<file path="src/sv/spq_pkg.sv">
package spq_pkg;

  // Action codes carried on the input channel
  localparam logic [1:0] ACT_ENQUEUE = 2'd0;
  localparam logic [1:0] ACT_DEQUEUE = 2'd1;
  localparam logic [1:0] ACT_DRAIN   = 2'd2;
  localparam logic [1:0] ACT_CLEAR   = 2'd3;

  // Field widths
  localparam int ACTION_W = 2;
  localparam int PRIO_W   = 16;
  localparam int TAG_W    = 16;
  localparam int DRAIN_W  = 5;
  localparam int OCC_W    = 5;

  // Default store depth and per-item result limit
  localparam int QUEUE_DEPTH_DEF = 16;
  localparam int MAX_RESULTS     = 16;

  // Commands from controller to datapath
  typedef struct packed {
    logic ins;         // insert the input entry in sorted place
    logic pop;         // remove the head entry
    logic clr;         // empty the store
    logic load;        // load the output register
    logic item_valid;  // output beat carries the head entry
    logic overflow;    // output beat flags a dropped enqueue
    logic last;        // output beat ends the item
  } spq_cmd_t;

  // Status from datapath to controller
  typedef struct packed {
    logic empty;
    logic single;      // exactly one entry held
    logic full;
  } spq_sts_t;

endpackage

</file>
<file path="src/sv/spq_datapath.sv">
module spq_datapath #(
  parameter int QUEUE_DEPTH = spq_pkg::QUEUE_DEPTH_DEF
) (
  input  logic                       clk,
  input  logic                       rst_n,
  input  spq_pkg::spq_cmd_t          cmd,
  output spq_pkg::spq_sts_t          sts,
  input  logic [spq_pkg::PRIO_W-1:0] in_priority_req,
  input  logic [spq_pkg::TAG_W-1:0]  in_item_tag,
  output logic                       out_item_valid,
  output logic [spq_pkg::PRIO_W-1:0] out_priority,
  output logic [spq_pkg::TAG_W-1:0]  out_tag,
  output logic [spq_pkg::OCC_W-1:0]  out_occupancy,
  output logic                       out_overflow,
  output logic                       out_last
);

  localparam int CW = $clog2(QUEUE_DEPTH + 1);

  logic [spq_pkg::PRIO_W-1:0] prio_r   [QUEUE_DEPTH];
  logic [spq_pkg::PRIO_W-1:0] prio_nxt [QUEUE_DEPTH];
  logic [spq_pkg::TAG_W-1:0]  tag_r    [QUEUE_DEPTH];
  logic [spq_pkg::TAG_W-1:0]  tag_nxt  [QUEUE_DEPTH];
  logic [CW-1:0]              count_r, count_nxt;
  logic [QUEUE_DEPTH-1:0]     ge;

  logic                       item_valid_r, overflow_r, last_r;
  logic [spq_pkg::PRIO_W-1:0] out_prio_r;
  logic [spq_pkg::TAG_W-1:0]  out_tag_r;
  logic [spq_pkg::OCC_W-1:0]  occ_r;

  // Compare every held entry against the incoming priority
  always_comb begin
    for (int i = 0; i < QUEUE_DEPTH; i++) begin
      ge[i] = (count_r > CW'(i)) && (prio_r[i] >= in_priority_req);
    end
  end

  // Shift cells for insert or pop
  always_comb begin
    for (int i = 0; i < QUEUE_DEPTH; i++) begin
      prio_nxt[i] = prio_r[i];
      tag_nxt[i]  = tag_r[i];
    end
    if (cmd.ins) begin
      if (!ge[0]) begin
        prio_nxt[0] = in_priority_req;
        tag_nxt[0]  = in_item_tag;
      end
      for (int i = 1; i < QUEUE_DEPTH; i++) begin
        if (!ge[i]) begin
          if (ge[i-1]) begin
            prio_nxt[i] = in_priority_req;
            tag_nxt[i]  = in_item_tag;
          end else begin
            prio_nxt[i] = prio_r[i-1];
            tag_nxt[i]  = tag_r[i-1];
          end
        end
      end
    end else if (cmd.pop) begin
      for (int i = 0; i < QUEUE_DEPTH - 1; i++) begin
        prio_nxt[i] = prio_r[i+1];
        tag_nxt[i]  = tag_r[i+1];
      end
    end
  end

  // Track occupancy
  always_comb begin
    count_nxt = count_r;
    if (cmd.clr) begin
      count_nxt = '0;
    end else if (cmd.ins) begin
      count_nxt = count_r + CW'(1);
    end else if (cmd.pop) begin
      count_nxt = count_r - CW'(1);
    end
  end

  always_ff @(posedge clk) begin
    if (!rst_n) begin
      count_r <= '0;
    end else begin
      count_r <= count_nxt;
    end
  end

  // Store cells hold no reset
  always_ff @(posedge clk) begin
    for (int i = 0; i < QUEUE_DEPTH; i++) begin
      prio_r[i] <= prio_nxt[i];
      tag_r[i]  <= tag_nxt[i];
    end
  end

  // Load the output beat
  always_ff @(posedge clk) begin
    if (cmd.load) begin
      item_valid_r <= cmd.item_valid;
      overflow_r   <= cmd.overflow;
      last_r       <= cmd.last;
      out_prio_r   <= cmd.item_valid ? prio_r[0] : '0;
      out_tag_r    <= cmd.item_valid ? tag_r[0] : '0;
      occ_r        <= spq_pkg::OCC_W'(count_nxt);
    end
  end

  assign sts.empty  = (count_r == '0);
  assign sts.single = (count_r == CW'(1));
  assign sts.full   = (count_r == CW'(QUEUE_DEPTH));

  assign out_item_valid = item_valid_r;
  assign out_priority   = out_prio_r;
  assign out_tag        = out_tag_r;
  assign out_occupancy  = occ_r;
  assign out_overflow   = overflow_r;
  assign out_last       = last_r;

endmodule

</file>
<file path="src/sv/spq_ctrl.sv">
module spq_ctrl (
  input  logic                         clk,
  input  logic                         rst_n,
  input  logic                         in_valid,
  output logic                         in_stall,
  input  logic [spq_pkg::ACTION_W-1:0] in_action,
  input  logic [spq_pkg::DRAIN_W-1:0]  in_drain_count,
  output logic                         out_valid,
  input  logic                         out_stall,
  output spq_pkg::spq_cmd_t            cmd,
  input  spq_pkg::spq_sts_t            sts
);

  localparam int RW = $clog2(spq_pkg::MAX_RESULTS + 1);
  localparam int XW = (RW > spq_pkg::DRAIN_W) ? RW : spq_pkg::DRAIN_W;

  localparam logic ST_IDLE  = 1'b0;
  localparam logic ST_DRAIN = 1'b1;

  logic          state_r, state_nxt;
  logic [RW-1:0] rem_r, rem_nxt;
  logic          out_valid_r, out_valid_nxt;
  logic          out_free, accept;
  logic [XW-1:0] req_x;
  logic [RW-1:0] rem_init;

  assign out_free = !out_valid_r || !out_stall;
  assign in_stall = (state_r == ST_DRAIN) || !out_free;
  assign accept   = in_valid && !in_stall;

  // Requested drain length, capped at the per-item limit
  always_comb begin
    req_x = XW'(in_drain_count);
    if (in_drain_count == '0 || req_x > XW'(spq_pkg::MAX_RESULTS)) begin
      rem_init = RW'(spq_pkg::MAX_RESULTS);
    end else begin
      rem_init = RW'(in_drain_count);
    end
  end

  // Sequence actions and drain beats
  always_comb begin
    state_nxt = state_r;
    rem_nxt   = rem_r;
    cmd       = '0;
    unique case (state_r)
      ST_IDLE: begin
        if (accept) begin
          cmd.load = 1'b1;
          cmd.last = 1'b1;
          unique case (in_action)
            spq_pkg::ACT_ENQUEUE: begin
              cmd.ins      = !sts.full;
              cmd.overflow = sts.full;
            end
            spq_pkg::ACT_CLEAR: begin
              cmd.clr = 1'b1;
            end
            spq_pkg::ACT_DEQUEUE: begin
              cmd.pop        = !sts.empty;
              cmd.item_valid = !sts.empty;
            end
            spq_pkg::ACT_DRAIN: begin
              cmd.pop        = !sts.empty;
              cmd.item_valid = !sts.empty;
              cmd.last       = sts.empty || sts.single || (rem_init == RW'(1));
              if (!cmd.last) begin
                rem_nxt   = rem_init - RW'(1);
                state_nxt = ST_DRAIN;
              end
            end
            default: ;
          endcase
        end
      end
      ST_DRAIN: begin
        if (out_free) begin
          cmd.load       = 1'b1;
          cmd.pop        = 1'b1;
          cmd.item_valid = 1'b1;
          cmd.last       = sts.single || (rem_r == RW'(1));
          rem_nxt        = rem_r - RW'(1);
          if (cmd.last) begin
            state_nxt = ST_IDLE;
          end
        end
      end
      default: state_nxt = ST_IDLE;
    endcase
  end

  // Hold the beat until taken
  always_comb begin
    if (cmd.load) begin
      out_valid_nxt = 1'b1;
    end else if (!out_stall) begin
      out_valid_nxt = 1'b0;
    end else begin
      out_valid_nxt = out_valid_r;
    end
  end

  always_ff @(posedge clk) begin
    if (!rst_n) begin
      state_r     <= ST_IDLE;
      rem_r       <= '0;
      out_valid_r <= 1'b0;
    end else begin
      state_r     <= state_nxt;
      rem_r       <= rem_nxt;
      out_valid_r <= out_valid_nxt;
    end
  end

  assign out_valid = out_valid_r;

`ifndef SYNTH
  a_ins_not_full: assert property (@(posedge clk) disable iff (!rst_n)
    cmd.ins |-> !sts.full)
    else $error("insert issued into a full store");

  a_pop_not_empty: assert property (@(posedge clk) disable iff (!rst_n)
    cmd.pop |-> !sts.empty)
    else $error("pop issued on an empty store");

  a_load_free: assert property (@(posedge clk) disable iff (!rst_n)
    cmd.load |-> out_free)
    else $error("output beat overwritten before it was taken");

  a_clear_empties: assert property (@(posedge clk) disable iff (!rst_n)
    (accept && in_action == spq_pkg::ACT_CLEAR) |=> sts.empty)
    else $error("store not empty after clear");
`endif

endmodule

</file>
<file path="src/sv/sorted_priority_queue_unit.sv">
// Sorted priority queue of QUEUE_DEPTH entries (priority and tag), highest
// priority first and first-in first-out among equal priorities. Each input
// beat is one action: enqueue, dequeue, drain or clear. Enqueue, dequeue and
// clear each give a single result beat; a drain gives one result
// beat per removed entry, up to 16, one per cycle, and accepts no new input
// until its last beat is loaded. The rate is set by the single output
// register, which takes one beat per cycle while the consumer does not stall;
// the store is a row of shift cells with one comparator per cell, so inserts
// and pops finish in the cycle they are accepted. Every result reports the
// occupancy after it, masked to five bits. An enqueue into a full queue is
// dropped and flagged with overflow. Stored entries have no reset; only the
// entry count clears.
module sorted_priority_queue_unit #(
  parameter int QUEUE_DEPTH = spq_pkg::QUEUE_DEPTH_DEF
) (
  input  logic                         clk,
  input  logic                         rst_n,
  input  logic                         in_valid,
  output logic                         in_stall,
  input  logic [spq_pkg::ACTION_W-1:0] in_action,
  input  logic [spq_pkg::PRIO_W-1:0]   in_priority_req,
  input  logic [spq_pkg::TAG_W-1:0]    in_item_tag,
  input  logic [spq_pkg::DRAIN_W-1:0]  in_drain_count,
  output logic                         out_valid,
  input  logic                         out_stall,
  output logic                         out_item_valid,
  output logic [spq_pkg::PRIO_W-1:0]   out_priority,
  output logic [spq_pkg::TAG_W-1:0]    out_tag,
  output logic [spq_pkg::OCC_W-1:0]    out_occupancy,
  output logic                         out_overflow,
  output logic                         out_last
);

  spq_pkg::spq_cmd_t cmd;
  spq_pkg::spq_sts_t sts;

  spq_ctrl u_ctrl (
    .clk            (clk),
    .rst_n          (rst_n),
    .in_valid       (in_valid),
    .in_stall       (in_stall),
    .in_action      (in_action),
    .in_drain_count (in_drain_count),
    .out_valid      (out_valid),
    .out_stall      (out_stall),
    .cmd            (cmd),
    .sts            (sts)
  );

  spq_datapath #(
    .QUEUE_DEPTH (QUEUE_DEPTH)
  ) u_datapath (
    .clk             (clk),
    .rst_n           (rst_n),
    .cmd             (cmd),
    .sts             (sts),
    .in_priority_req (in_priority_req),
    .in_item_tag     (in_item_tag),
    .out_item_valid  (out_item_valid),
    .out_priority    (out_priority),
    .out_tag         (out_tag),
    .out_occupancy   (out_occupancy),
    .out_overflow    (out_overflow),
    .out_last        (out_last)
  );

endmodule
</file>
<file path="config.mk">
export PLATFORM = sky130hd
export DESIGN_NAME = sorted_priority_queue_unit
export DESIGN_NICKNAME = d
export VERILOG_FILES = /design/src/sv/spq_pkg.sv /design/src/sv/spq_datapath.sv /design/src/sv/spq_ctrl.sv /design/src/sv/sorted_priority_queue_unit.sv
export SDC_FILE = /design/constraint.sdc
export NUM_CORES = 2
export LEC_CHECK = 0
export BUFFER_PORTS_ARGS = -buffer_cell sky130_fd_sc_hd__buf_4
export CORE_UTILIZATION = 28
export DETAILED_ROUTE_END_ITERATION = 8
export GPL_ROUTABILITY_DRIVEN = 1
export HOLD_SLACK_MARGIN = 0.02
export PLACE_DENSITY = 0.41
export SLEW_MARGIN = 20
export SYNTH_ARGS = -nofsm -noshare
export SYNTH_HDL_FRONTEND = slang
export SYNTH_SLANG_ARGS = --single-unit
</file>
<file path="constraint.sdc">
create_clock -name clk -period 5.8 [get_ports clk]
set_clock_uncertainty 0.05 [all_clocks]
set_input_delay 0.29 -clock clk [delete_from_list [all_inputs] [get_ports clk]]
set_output_delay 0.29 -clock clk [all_outputs]
set_load 0.005 [all_outputs]
</file>
==> results.ini <==
[logic_synthesis]
netlist_area_um2 = 33700
yosys.cell_types.count = 71
syn_inst = 3258
synth_edf_count = 552
ys_ff_latch = 564
netlist_top_cells_area = edfxtp_1 (49%), ha_1 (10%), a21oi_1 (5.5%)
ys_warn_count = 0
avgSynthCellArea_um2 = 10.34
synth_nets = 3571
synth-seq-area-share_pct = 49.90
synthArstFlopShare_pct = 0
synth_ff_type = edfxtp_1
synth.largest_area_cell = edfxtp_1
synth_top_area_share_pct = 49.19

[global_route]
antenna_found_initial = 2
grt.total_usage_pct = 19.21
grt_pass1_vias = 26976
grt_pass1_wl_um = 178200
grt_max_degree = 151
gr-total-overflow = 0

[die]
num_rows = 126
coreArea_um2 = 118700
start_util_pct = 28.39
die_h_um = 348.9
die_x_um = 348.9
die_area_um2 = 121800
ios = 85

[route]
routed_wirelength_um = 119000
drt_iter0_markers = 1850
wl_met3_um = 4476
highest_layer = met4
drtPass1Iterations = 5
vias = 26176
ant_nets = 0
wl_met2_um = 57450
remaining_drc_errors = 0
wl_met1_um = 54510
post_drt_via_cell_ratio = 5.336
wl_per_cell_um = 24.25

[critical_path]
worstSetupStartpointType = flop
path_buf_inv = 3
crit_start = u_datapath.count_r[1]
cp_slowest_cell = buf_4
critPathCaptureType = flop
cpPeakStageDelay_ps = 680
crit_arrival_ps = 4030
path_cells = inv_1, ha_1, nand4bb_4, and4_4, buf_4, o21ai_0, nand2_1, buf_4
crit_required_ps = 6030
criticalPathCategory = flop to flop
cp_common_cell = buf_4
crit_family = buffers and inverters
rr_startpoint = u_datapath.count_r[1]
critical_path.max_fanout = 54

[sta]
clock.fmax_ghz = 0.2632
min_period_over_period_pct = 65.50
whs_ps = 67.21
maxSlewHeadroom_pct = 25.62
setup-violations-final = 0
maxSlewViolCount = 0
finalSetupTns_ps = 0
rsz0062_at_grt = no
period_needed_ps = 3799
hold_viol = 0
worstMarginPinSlew_ps = 1111

[clock_tree]
cts_sinks = 564
cts_root_buffer = clkbuf_16
cts_made_buffers = 72
cts.clk_slew.worst_paths_ps = 60
clk_path_buf_depth = 3
cts_max_level = 3
cts_tree = done
clk_latency_ps = 660

[layout]
nets = 3562
drive_gt1_share_pct = 10.35
n_fill_cell = 12137
syn2layout_area_growth_pct = 14.12

[place]
hpwl_um = 83170
place_congestion = 0.8470
port_buffers = 84

[power]
pwr_density_cell_nw_per_um2 = 380.6
peakVddDrop_uv = 212.0
leakagePower_uw = 0.01431

[min_path]
holdCritStartpoint = in_item_tag[0]
hp-class = input port to flop

[run]
maxCapViolations = 0

[status]
status = complete, no violations

==> stage by stage <==
stage | area, um^2 | setup WS (ps) | power [uW] | instances | util, %
2_1_floorplan | 33700 | 802.3 | 8486 | 3258 | -
3_3_place_gp | 35990 | 1564 | 10090 | 4767 | 30.32
3_5_place_dp | 36090 | 1573 | 10140 | 4771 | 30.41
4_1_cts | 38450 | 1960 | 14790 | 4904 | 32.39
5_1_grt | 38450 | 1760 | 15390 | 4904 | 32.39
6_report | 38460 | 2001 | 14640 | 4906 | 32.40
==> final timing paths <==
kind	to	slack, ps	depth (start not counted)
setup reg to reg	u_datapath.tag_r[3][9]	2000	8
setup / recovery	u_datapath.tag_r[3][9]	2000	8
hold / removal	u_datapath.tag_r[7][16]	70	2
hold reg to reg	u_ctrl.rem_r[3]	460	2
==> state kept, by name, indices dropped and copies added (netlist names) <==
name and count:
u_ctrl.out_valid 1, u_datapath.out_occupancy 5, u_datapath.tag_r 256, u_datapath.prio_r 256, u_datapath.out_priority 16, u_datapath.out_last 1, u_datapath.out_overflow 1, u_datapath.out_item_valid 1
u_datapath.count_r 5, u_ctrl.rem_r 5, u_datapath.out_tag 16, u_ctrl.state_r 1
==> synth_stat cells (all sizes together) (17+ instances only) <==
master / number
inv: 50
edfxtp: 552
o31ai: 17
mux2: 32
nor2: 258
nand3: 20
nor3: 101
ha: 270
a221o: 86
nand4: 32
nand2: 371
o21a: 23
and2: 40
a31oi: 143
nand2b: 17
mux2i: 162
o21ai: 322
a21oi: 371
clkbuf: 147
a21o: 29
a211oi: 20
buf: 103
==> worst reg2reg max path, stage by stage, from the launching register on <==
cell,delay [ps]
dfxtp_1,600
inv_1,180
ha_1,300
nand4bb_4,150
and4_4,660
buf_4,720
o21ai_0,210
nand2_1,110
buf_4,440
==> placed cells by master, fill, tap and decap left out, types with 15 or more instances in the layout <==
master,netlist,layout
edfxtp_1,552,552
nand2_1,371,370
a21oi_1,370,368
ha_1,270,270
o21ai_0,270,264
nor2_1,258,256
mux2i_1,162,162
buf_4,12,155
a31oi_1,143,142
nor3_1,101,101
a221o_1,86,86
clkbuf_16,0,74
inv_1,50,50
o21ai_1,49,41
and2_1,39,40
nand4_1,32,32
mux2_2,32,32
a21o_1,29,29
o21a_1,23,22
a211oi_1,20,20
nand3_1,20,20
nand2b_1,17,16
o31ai_1,15,15
==> area by class of cell <==
class	instances	area, um^2	share of cell area [%]
antenna	2	5.005	0.01301
clock buffer	89	1918	4.987
clock inverter	40	400.4	1.041
inverter	50	187.7	0.4880
multi-input combinational	2394	15750	40.95
sequential	564	16820	43.72
tap	1600	2002	5.205
timing repair buffer	167	1381	3.592
==> cells by family after synthesis <==
kind of cell | after synthesis | synth area share (%)
compound gates | 1059 | 19.02
simple gates | 866 | 11.07
flops | 564 | 49.90
buf+inv | 300 | 3.980
fa+ha+maj | 270 | 10.02
mux | 194 | 5.881
xor+xnor | 5 | 0.1299
==> power breakdown <==
group | leakage, uW | switching [uW] | internal (uW)
Combinational | 0.00795 | 2650 | 1300
Sequential | 0.00523 | 573 | 5540
Clock | 0.00113 | 1950 | 2630
==> what timing repair did <==
item / in CTS / in global routing
endpoints found under the hold margin: 12 / 0
setup buffers: 0 / 0
resized for setup: 0 / 0
hold buffers: 4 / 0
==> per-layer routing <==
layer / global-route usage, % / vias to the layer above
li1: - / 12334
met1: 25.95 / 13135
met2: 32.36 / 573
met3: 2.523 / 134
met4: 4.628 / 0
met5: 0 / -
(Power assumes the default switching activity.)
